==> config.mk <==
export PLATFORM = sky130hd
export DESIGN_NAME = mwu_wgt_calc
export DESIGN_NICKNAME = d
export VERILOG_FILES = /design/src/rtl/mwu_pkg.sv /design/src/rtl/mwu_wgt_calc.sv
export SDC_FILE = /design/constraint.sdc
export NUM_CORES = 1
export LEC_CHECK = 0
export BUFFER_PORTS_ARGS = -buffer_cell sky130_fd_sc_hd__clkbuf_2
export CORE_MARGIN = 8
export CORE_UTILIZATION = 60
export DETAILED_ROUTE_END_ITERATION = 12
export PLACE_DENSITY_LB_ADDON = 0.1
export SLEW_MARGIN = 20
export SYNTH_ARGS = -nofsm -noshare
export SYNTH_HDL_FRONTEND = slang
export SYNTH_SLANG_ARGS = --single-unit
==> constraint.sdc <==
create_clock -name clk_i -period 5.05 [get_ports clk_i]
set_input_delay 1.01 -clock clk_i [delete_from_list [all_inputs] [get_ports clk_i]]
set_output_delay 1.01 -clock clk_i [all_outputs]
set_load 0.05 [all_outputs]
==> src/rtl/mwu_pkg.sv <==
`timescale 1ns / 1ps
// ----------------------------------------------------------------------------
// mwu_pkg
// Shared types, constants and helpers for the momentum weight update engine.
// ----------------------------------------------------------------------------
package mwu_pkg;

  localparam int unsigned SLOT_COUNT = 1024;
  localparam int unsigned SLOT_W     = $clog2(SLOT_COUNT);

  localparam logic [15:0] MF_RESET = 16'd58982;
  localparam logic [15:0] LR_RESET = 16'd655;
  localparam logic [16:0] Q_ONE    = 17'h1_0000;

  localparam logic signed [31:0] S32_MAX = 32'sh7FFF_FFFF;
  localparam logic signed [31:0] S32_MIN = 32'sh8000_0000;

  typedef enum logic [0:0] {
    CMD_CLEAR  = 1'b0,
    CMD_UPDATE = 1'b1
  } cmd_e;

  typedef enum logic [1:0] {
    CFG_MOMENTUM = 2'd0,
    CFG_RATE     = 2'd1
  } cfg_idx_e;

  typedef struct packed {
    cmd_e               command;
    logic [SLOT_W-1:0]  slot_index;
    logic signed [31:0] weight_in;
    logic signed [31:0] gradient_in;
  } in_word_t;

  typedef struct packed {
    logic signed [31:0] weight_out;
    logic signed [31:0] velocity_out;
  } out_word_t;

  // word leaving the velocity stages
  typedef struct packed {
    cmd_e               command;
    logic signed [31:0] weight;
    logic signed [31:0] velocity;
  } vel_word_t;

  typedef struct packed {
    logic              valid;
    logic [SLOT_W-1:0] slot;
  } slot_tag_t;

  typedef struct packed {
    logic              we;
    logic [SLOT_W-1:0] addr;
    logic [31:0]       data;
  } mem_wr_t;

  function automatic logic signed [31:0] sat_s32(input logic signed [34:0] x);
    logic signed [31:0] r;
    if (x[34:31] == {4{x[34]}}) begin
      r = x[31:0];
    end else if (x[34]) begin
      r = S32_MIN;
    end else begin
      r = S32_MAX;
    end
    return r;
  endfunction

endpackage

==> src/rtl/mwu_wgt_calc.sv <==
`timescale 1ns / 1ps
// ----------------------------------------------------------------------------
// mwu_wgt_calc
// Weight stages: step product, then subtract and saturate (weight kept on a clear) into the output register.
// ----------------------------------------------------------------------------
module mwu_wgt_calc (
  input  logic               clk_i,
  input  logic               rst_ni,
  input  logic               s3_valid_i,
  input  mwu_pkg::vel_word_t s3_word_i,
  input  logic [15:0]        alpha_i,
  input  logic               out_ready_i,
  output logic               adv_o,
  output logic               out_valid_o,
  output mwu_pkg::out_word_t out_word_o
);

  logic               s4_valid_q;
  mwu_pkg::vel_word_t s4_q;
  logic signed [48:0] s4_pa_q;
  logic               out_valid_q;
  mwu_pkg::out_word_t out_q;

  logic               adv;
  logic               out_en;
  logic signed [48:0] pa_d;
  logic signed [34:0] w_diff;
  logic signed [31:0] w_new;

  // an empty last stage lets the pipe close up behind a held result
  assign out_en = out_ready_i || !out_valid_q;
  assign adv    = out_en || !s4_valid_q;

  always_comb begin
    pa_d   = $signed({1'b0, alpha_i}) * s3_word_i.velocity;
    w_diff = $signed({{3{s4_q.weight[31]}}, s4_q.weight})
           - $signed({{2{s4_pa_q[48]}}, s4_pa_q[48:16]});
    if (s4_q.command == mwu_pkg::CMD_UPDATE) begin
      w_new = mwu_pkg::sat_s32(w_diff);
    end else begin
      w_new = s4_q.weight;
    end
  end

  always_ff @(posedge clk_i or negedge rst_ni) begin
    if (!rst_ni) begin
      s4_valid_q  <= 1'b0;
      out_valid_q <= 1'b0;
    end else begin
      if (adv) begin
        s4_valid_q <= s3_valid_i;
      end
      if (out_en) begin
        out_valid_q <= s4_valid_q;
      end
    end
  end

  always_ff @(posedge clk_i) begin
    if (adv) begin
      s4_q    <= s3_word_i;
      s4_pa_q <= pa_d;
    end
    if (out_en && s4_valid_q) begin
      out_q <= '{weight_out: w_new, velocity_out: s4_q.velocity};
    end
  end

  assign adv_o       = adv;
  assign out_valid_o = out_valid_q;
  assign out_word_o  = out_q;

endmodule

==> reports/summary.txt <==
Post-synthesis sequential area ratio: 20.0%
Most frequent CP cell: fa_1
DR DRC count: 0
Worst path slowest cell: fa_2
CTS Root Cell: clkbuf_16
Filler cells: 2862
Req. time, crit path: 5.29 ns
Unique masters post-synth: 65
#FFs+latches synth: 164
Dominant synthesized flop cell: edfxtp_1
Mux cell area share after synthesis: 0.0918%
Setup-failing EPs final: 33
Top post-synthesis cells by area: fa_1, edfxtp_1, inv_1, ha_1, and2_1
Final non-filler cell total: 3386
Maxcap violations: 0
Pin count of the biggest net entering global routing: 100
N_diodes: 0
Drt wl/cell: 19.7 um
Hold Fails Final Rpt: 0
Detailed placer's ending HPWL: 52500 um
CTS Buf Count: 17
I/O pin count: 151
CP cell instances: clkbuf_16 -> buf_12 -> and2_4 -> fa_1 -> inv_2 -> fa_2 -> fa_1 -> fa_1 -> inv_2 -> fa_2 -> fa_1 -> ha_4 -> buf_6 -> a2bb2oi_4 -> o31ai_4 -> buf_4 -> a211oi_4 -> o2bb2ai_2 -> o211ai_1 -> o221ai_2 -> nor4_1 -> nor3_1 -> xnor2_1
Seq. cell area: 4910 um2
Critical path endpoint category: register
Worst-margin pin slew: 0.698 ns
Total wire length: 66800 um
Slew HR: 52.9%
CTS tree: done
Run status: complete, but fails checks
Failing checks: negative setup slack
H-tree Lvls: 4
Clock Skews: 0.0160 ns
Data arrival, critical path: 6.72 ns
Simple-gate share of the synthesized area: 13.5%
Crit-path max FO: 7
Detailed Routing Iterations Pass 1: 6
RSZ-0062 raised after global routing: yes
Clock sink count: 164
Yosys top cell by area: fa_1
Largest family of logic cells by synthesized area: adder cells
Post-synthesis async set-or-reset flop share: 1.22%
First-pass GRT wire length: 105000 um
Die Width: 218 um
CP max stage delay: 0.56 ns
Core area: 40600 um2
Worst Setup Start Kind: primary input
Post-Synth XOR/XNOR Area: 2.38%
Fmax: 154 MHz
Total track usage: 28.3%
Hold_buf cts: 0
Share of layout cells above drive strength 1: 23.6%
Antenna violations before repair: 3
Synth Area in Compound Gates: 6.40%
Hold/Removal Path Class: in -> async
Syn Inst Count: 2447
Die area: 47600 um2
Syn_nets: 3168
Multi-input gate area: 17900 um2
Starting density of the core: 60.4%
Post-route setup slack: -1.43 ns
WS Path Type: in -> reg
I/O Buffers: 150
Synth Area per Inst: 10.0 um2
CTS max path bufs: 2
Vias: 18314
Vias in the first global route: 19502
Die Y: 218 um
Crit path time final: 6.48 ns
Detailed Route Iter0 Violations: 1698
Post-synth top area share: 39.8%
Fin util: 74.0%
Vias per cell: 5.41
Final slew viol count: 0
Warnings, synthesis: 0
Gp weighted congestion: 0.964
Post-Syn Area: 24500 um2
Cell Rows: 74
Final nets: 3562
# placed instances: 3313
Share of synthesized cell area in full adder, half adder and majority cells: 47.4%
Fin crit share: 128%
Clock Latency Late Sink: 0.50 ns
Post-route ant nets: 0
Grt ovf: 0
Smallest hold slack: 0.299 ns
Area delta synth->final: 22.6%
Clk slew on worst S/H paths: 0.07 ns
Number of enable flip-flop cells after synthesis: 162
per-layer routing:
| metal | track usage (%) | share of wire [%] | up-vias |
|---|---|---|---|
| met5 | 0 | 0.019 | - |
| li1 | - | - | 8247 |
| met3 | 6.64 | 9.7 | 84 |
| met2 | 45.1 | 47 | 793 |
| met4 | 7.12 | 2.1 | 2 |
| met1 | 39.2 | 42 | 9188 |
logic make-up (layout without fill, tap and decap cells):
| group | after synthesis | count (layout) |
|---|---|---|
| simple gates | 687 | 687 |
| buf+inv | 659 | 1066 |
| fa+ha+maj | 636 | 636 |
| compound gates | 235 | 235 |
| flops | 164 | 164 |
| xor+xnor | 65 | 65 |
| mux | 1 | 1 |
metrics by stage:
| step | setup slack [ns] | TNS (ns) | instance area, um2 |
|---|---|---|---|
| 2_1_floorplan | -1.36 | -33.31 | 25100 |
| 3_3_place_gp | -2.13 | -57.16 | 28400 |
| 3_5_place_dp | -2.17 | -58.35 | 28400 |
| 4_1_cts | -1.32 | -33.56 | 29700 |
| 5_1_grt | -1.54 | -40.70 | 30100 |
| 6_report | -1.43 | -35.75 | 30100 |
cell type report:
| class | count | share of cell area [%] |
|---|---|---|
| clock buffer | 17 | 1.41 |
| clock inverter | 15 | 0.703 |
| inverter | 563 | 7.03 |
| multi-input combinational | 1624 | 59.4 |
| sequential | 164 | 16.3 |
| tap | 532 | 2.21 |
| timing repair buffer | 471 | 12.9 |
registers in the layout, indices dropped and copies added (netlist names):
register,count
s4_q,65
s4_valid_q,1
s4_pa_q,33
out_valid_o,1
out_word_o,64
final timing paths:
path | end | cells after the start | from | slack, ns
worst max register to register | out_word_o[36] | 14 | s4_q[32] | 1.04
max in group asynchronous | out_valid_o | 1 | rst_ni | 4.65
worst max-delay path | s4_pa_q[48] | 23 | alpha_i[5] | -1.43
min in group clk_i | out_word_o[24] | 0 | s4_q[24] | 0.42
worst min register to register | out_word_o[24] | 0 | s4_q[24] | 0.42
worst min-delay path | s4_valid_q | 1 | rst_ni | 0.30
timing repair:
action,CTS,global route
endpoints found under the setup margin,33,33
resized for setup,122,60
buffers inserted,23,13
pin swaps,71,39
cloned,2,5
cells in the final DEF, fill, tap and decap left out, types with 33 or more instances in the layout:
cell,synthesis,final
fa_1,488,464
nor2_1,73,65
nand2_1,315,308
edfxtp_1,162,162
and2_1,229,205
a21oi_1,54,33
ha_1,148,127
inv_1,563,545
xnor2_1,43,40
buf_4,0,264
clkbuf_2,1,121
o21ai_0,49,42
cell usage after synthesis, types with 7 or more instances:
master and count:
inv_1 563, fa_1 488, nand2_1 315, and2_1 229, edfxtp_1 162, ha_1 148, clkbuf_1 88, nor2_1 73
a21oi_1 54, o21ai_0 49, xnor2_1 43, o22ai_1 28, a21o_1 27, xor2_1 20, nor3_1 17, o21a_1 12
nand3_1 11, o211ai_1 8, a31oi_1 7
critical path, delay by kind of cell:
kind                     cells  cell delay (ns)
adder cells (fa/ha/maj)      7             3.27
AND/OR/NAND/NOR              3             0.44
buffers and inverters        6             0.66
XOR/XNOR                     1             0.12
AO/OA/AOI/OAI                6             1.18
Power is not shown: default switching activity piles up to over one toggle a cycle in this logic, so the estimate is an artifact.
