### src/rtl/mwu_pkg.sv
`timescale 1ns / 1ps
// ----------------------------------------------------------------------------
// mwu_pkg
// Shared types, constants and helpers for the momentum weight update engine.
// ----------------------------------------------------------------------------
package mwu_pkg;

  localparam int unsigned SLOT_COUNT = 1024;
  localparam int unsigned SLOT_W     = $clog2(SLOT_COUNT);

  localparam logic [15:0] MF_RESET = 16'd58982;
  localparam logic [15:0] LR_RESET = 16'd655;
  localparam logic [16:0] Q_ONE    = 17'h1_0000;

  localparam logic signed [31:0] S32_MAX = 32'sh7FFF_FFFF;
  localparam logic signed [31:0] S32_MIN = 32'sh8000_0000;

  typedef enum logic [0:0] {
    CMD_CLEAR  = 1'b0,
    CMD_UPDATE = 1'b1
  } cmd_e;

  typedef enum logic [1:0] {
    CFG_MOMENTUM = 2'd0,
    CFG_RATE     = 2'd1
  } cfg_idx_e;

  typedef struct packed {
    cmd_e               command;
    logic [SLOT_W-1:0]  slot_index;
    logic signed [31:0] weight_in;
    logic signed [31:0] gradient_in;
  } in_word_t;

  typedef struct packed {
    logic signed [31:0] weight_out;
    logic signed [31:0] velocity_out;
  } out_word_t;

  // word leaving the velocity stages
  typedef struct packed {
    cmd_e               command;
    logic signed [31:0] weight;
    logic signed [31:0] velocity;
  } vel_word_t;

  typedef struct packed {
    logic              valid;
    logic [SLOT_W-1:0] slot;
  } slot_tag_t;

  typedef struct packed {
    logic              we;
    logic [SLOT_W-1:0] addr;
    logic [31:0]       data;
  } mem_wr_t;

  function automatic logic signed [31:0] sat_s32(input logic signed [34:0] x);
    logic signed [31:0] r;
    if (x[34:31] == {4{x[34]}}) begin
      r = x[31:0];
    end else if (x[34]) begin
      r = S32_MIN;
    end else begin
      r = S32_MAX;
    end
    return r;
  endfunction

endpackage

### src/rtl/mwu_vel_calc.sv
`timescale 1ns / 1ps
// ----------------------------------------------------------------------------
// mwu_vel_calc
// Velocity stages: operand capture and products, then sum and saturate (zero on a clear), write back.
// ----------------------------------------------------------------------------
module mwu_vel_calc (
  input  logic                clk_i,
  input  logic                rst_ni,
  input  logic                adv_i,
  input  logic                accept_i,
  input  mwu_pkg::in_word_t   in_word_i,
  input  logic [31:0]         rd_data_i,
  input  logic [15:0]         beta_i,
  output mwu_pkg::slot_tag_t  s1_tag_o,
  output mwu_pkg::mem_wr_t    mem_wr_o,
  output logic                s3_valid_o,
  output mwu_pkg::vel_word_t  s3_word_o
);

  logic                       s1_valid_q;
  mwu_pkg::in_word_t          s1_q;
  logic                       s2_valid_q;
  mwu_pkg::cmd_e              s2_cmd_q;
  logic [mwu_pkg::SLOT_W-1:0] s2_slot_q;
  logic signed [31:0]         s2_w_q;
  logic signed [48:0]         s2_pb_q;
  logic signed [49:0]         s2_pg_q;
  logic                       s3_valid_q;
  mwu_pkg::vel_word_t         s3_q;
  logic [mwu_pkg::SLOT_W-1:0] s3_slot_q;

  logic signed [31:0] v_old;
  logic [16:0]        gain;
  logic signed [48:0] pb_d;
  logic signed [49:0] pg_d;
  logic signed [34:0] v_sum;
  logic signed [31:0] v_new;

  // the word one stage ahead wrote its slot at the edge this read was taken
  always_comb begin
    if (s3_valid_q && (s3_slot_q == s1_q.slot_index)) begin
      v_old = s3_q.velocity;
    end else begin
      v_old = $signed(rd_data_i);
    end
    gain = mwu_pkg::Q_ONE - {1'b0, beta_i};
    pb_d = $signed({1'b0, beta_i}) * v_old;
    pg_d = $signed({1'b0, gain}) * s1_q.gradient_in;
  end

  always_comb begin
    v_sum = $signed({{2{s2_pb_q[48]}}, s2_pb_q[48:16]})
          + $signed({s2_pg_q[49], s2_pg_q[49:16]});
    if (s2_cmd_q == mwu_pkg::CMD_UPDATE) begin
      v_new = mwu_pkg::sat_s32(v_sum);
    end else begin
      v_new = '0;
    end
  end

  always_ff @(posedge clk_i or negedge rst_ni) begin
    if (!rst_ni) begin
      s1_valid_q <= 1'b0;
      s2_valid_q <= 1'b0;
      s3_valid_q <= 1'b0;
    end else if (adv_i) begin
      s1_valid_q <= accept_i;
      s2_valid_q <= s1_valid_q;
      s3_valid_q <= s2_valid_q;
    end
  end

  always_ff @(posedge clk_i) begin
    if (adv_i) begin
      if (accept_i) begin
        s1_q <= in_word_i;
      end
      s2_cmd_q  <= s1_q.command;
      s2_slot_q <= s1_q.slot_index;
      s2_w_q    <= s1_q.weight_in;
      s2_pb_q   <= pb_d;
      s2_pg_q   <= pg_d;
      s3_q      <= '{command: s2_cmd_q, weight: s2_w_q, velocity: v_new};
      s3_slot_q <= s2_slot_q;
    end
  end

  assign s1_tag_o   = '{valid: s1_valid_q, slot: s1_q.slot_index};
  assign mem_wr_o   = '{we: adv_i && s2_valid_q, addr: s2_slot_q, data: v_new};
  assign s3_valid_o = s3_valid_q;
  assign s3_word_o  = s3_q;

endmodule

### config.mk
export PLATFORM = sky130hd
export DESIGN_NAME = mwu_vel_calc
export DESIGN_NICKNAME = d
export VERILOG_FILES = /design/src/rtl/mwu_pkg.sv /design/src/rtl/mwu_vel_calc.sv
export SDC_FILE = /design/constraint.sdc
export NUM_CORES = 2
export LEC_CHECK = 0
export BUFFER_PORTS_ARGS = -buffer_cell sky130_fd_sc_hd__buf_2
export CAP_MARGIN = 20
export CELL_PAD_IN_SITES_DETAIL_PLACEMENT = 1
export CELL_PAD_IN_SITES_GLOBAL_PLACEMENT = 1
export CORE_ASPECT_RATIO = 1.4
export CORE_MARGIN = 5
export CORE_UTILIZATION = 40
export DETAILED_ROUTE_END_ITERATION = 7
export GPL_TIMING_DRIVEN = 0
export PLACE_DENSITY_LB_ADDON = 0.1
export SYNTH_ARGS = -nofsm -noshare
export SYNTH_HDL_FRONTEND = slang
export SYNTH_SLANG_ARGS = --single-unit
### constraint.sdc
create_clock -name clk_i -period 10.6 [get_ports clk_i]
set_input_delay 0.53 -clock clk_i [delete_from_list [all_inputs] [get_ports clk_i]]
set_output_delay 0.53 -clock clk_i [all_outputs]
set_load 0.005 [all_outputs]
==> run summary <==
number of global-route vias before repair: 38400
CORE AREA: 117000 µm²
routability cong.: 0.951
worst reg-to-reg setup slack: 0.66 ns
Final Hold Viols: 0
# rows: 149
Synth Area per Inst: 9.74 µm²
initial core utilization: 40.1%
number of setup violations in the final report: 0
Critical Path RT: 10.98 ns
Worst Max-Slew Pin Slew: 1.22 ns
Clock Tree Root: clkbuf_16
Synth Instances: 4833
Tightest Hold Check Type: input pin to flop
Critical Path Max Stage Delay: 0.80 ns
routed len/inst: 23.9 µm
Port Buffers: 233
DIE HEIGHT: 416 µm
post-DR vias/cell: 5.03
reg2reg path depth: 28
most frequent cells after synthesis: inv_1, fa_1, nand2_1
area share of the largest cell type after synthesis: 42.8%
most frequent cell after synthesis: inv_1
grt ovf: 0
Worst EP arrival: 10.45 ns
max-cap viol count: 0
Placed Area: 50300 µm²
first-pass GRT wire length: 241000 µm
WS Path Type: input pin to flop
Critical R2R Launch: s1_tag_o[8]
Max Clock Skew: 0.0143 ns
Synth Warn #: 0
Slew Limit Headroom: 18.4%
most used cell, CP: fa_1
Die Area: 125000 µm²
Worst Hold End: s1_q[24]
CTS sink cnt: 263
cts bufs inserted: 30
post-layout minimum cycle time: 10.08 ns
Yosys reg bits: 263
Async SR Flop Fraction: 1.14%
top cells by area, synth: fa_1, edfxtp_1, inv_1
crit end category: flop
max-slew violation count: 0
post-DP HPWL: 137000 µm
post-route cell area: 51300 µm²
RSZ-0062 raised after global routing: false
maximum clock rate: 99.2 MHz
Crit-path slowest cell: clkbuf_1
Yosys cell types: 75
share of cells above drive strength 1: 7.79%
Post-DRT Antenna Nets: 0
H-tree depth: 1
CTS tree: yes
Bufs on Longest Clock Path: 3
DRC: 0
Post-Syn Area: 47100 µm²
# IOs: 247
Crit Path Max Fanout: 10
main flop type after synthesis: edfxtp_1
largest net degree at the start of global routing: 124
cell family with most CP delay: adder cells
Detailed Route Iter0 Violations: 1660
Die Wd: 300 µm
Clock Latency Late Sink: 0.64 ns
Setup crit start kind: input pin
Syn Nets: 6232
crit path buf inv count: 9
clk slew on worst S/H paths: 0.06 ns
WHS Path Cells: 1
1st-pass router iterations: 5
Total GRT Usage: 25.8%
Seq/Total Area, Yosys: 16.7%
via count: 33400
wirelength, routed: 159000 µm
Layout Nets: 6508
status: complete, no violations
hold_sp: in_word_i[24]
antenna violations before repair: 7
Tcrit/Tclk final: 95.1%
EDFF count, synth: 260
reg-to-reg critical path endpoint: s2_pb_q[47]
post-synth top area cell: fa_1
growth of design area from synthesis to finish: 8.98%
## worst register-to-register path: cells and delay by family (launching register included)
| family | cells | cell delay, ns |
|---|---|---|
| AOI/OAI and AO/OA | 7 | 1.54 |
| muxes | 1 | 0.35 |
| adders and majority gates | 7 | 3.51 |
| buffers and inverters | 7 | 2.18 |
| and+or+nand+nor | 5 | 1.57 |
| DFF | 1 | 0.45 |
| xor gates and xnor gates | 1 | 0.19 |
## metal layers
layer / vias to the layer above / GRT usage, % / routed length, µm
met5: - / 0 / 14
met4: 2 / 10.6 / 8440
met3: 230 / 2.27 / 4930
met2: 659 / 48.3 / 84800
met1: 17700 / 30.3 / 60400
li1: 14800 / - / -
## area by class of cell
class | instances | area (µm²)
plain buffers | 235 | 982
flip-flops and latches | 263 | 7880
clock inverters | 19 | 198
multi-input cells | 3086 | 33600
well taps | 1510 | 1890
clock buffers | 36 | 773
diodes | 5 | 12.5
inverters | 1248 | 4680
repair buffers | 245 | 1320
fillers | 13500 | 66100
## kinds of logic after synthesis
logic type	share of synthesized area [%]
buf+inv	12.0
simple gates	13.2
fa+ha+maj	49.9
compound gates	4.91
flops	16.7
xor+xnor	2.36
mux	0.941
## flip-flops by register name (all words and copies together) (netlist names)
register    count
s3_valid_o      1
s1_valid_q      1
s3_slot_q      10
s3_word_o      65
s2_slot_q      10
s2_pb_q        33
s1_tag_o       10
s2_cmd_q        1
s2_w_q         32
s2_valid_q      1
s2_pg_q        34
s1_q           65
## placed cells by master (no fill, tap or decap), drive strengths merged, types with 43 or more instances in the layout
cell | synthesis | final
a21o | 52 | 52
nand2 | 738 | 738
fa | 1007 | 1007
nor2 | 64 | 64
o21ai | 51 | 51
buf | 28 | 268
xor2 | 43 | 43
inv | 1248 | 1252
edfxtp | 260 | 260
clkbuf | 208 | 242
a21oi | 118 | 118
ha | 265 | 265
xnor2 | 84 | 84
and2 | 375 | 375
## timing repair
item | 4_1_cts | 5_1_grt
hold endpoints to repair | 6 | 0
hold buffers | 4 | 0
buffers inserted | 0 | 0
setup endpoints to repair | 2 | 12
gates resized for setup | 1 | 7
## through the flow
stage	hold slack (ns)	worst slack [ns]	cells	util, %	setup TNS, ns
6_report	0.0626	0.524	6647	43.7	0
5_1_grt	0.0238	0.0949	6642	43.7	0
4_1_cts	0.000498	0.00396	6643	43.7	0
3_5_place_dp	0.328	-0.723	6584	42.8	-6.80
3_3_place_gp	0.328	-1.09	6576	42.7	-17.42
2_1_floorplan	0.234	2.60	4833	-	0
## worst max-delay path by stage
stage	slack (ns)	start	cells past startpoint	end
after global placement	-1.09	beta_i[0]	32	s2_pg_q[41]
after detailed placement	-0.72	beta_i[0]	33	s2_pg_q[46]
after CTS	0.004	beta_i[0]	32	s2_pg_q[46]
after global routing	0.09	s1_tag_o[0]	28	s2_pb_q[47]
after floorplan	2.60	s1_tag_o[9]	27	s2_pb_q[45]
final	0.52	beta_i[1]	29	s2_pg_q[46]
Power is left out: the tool's default activity adds up to more than one toggle a clock period on the data nets, which glitch-free logic cannot reach.
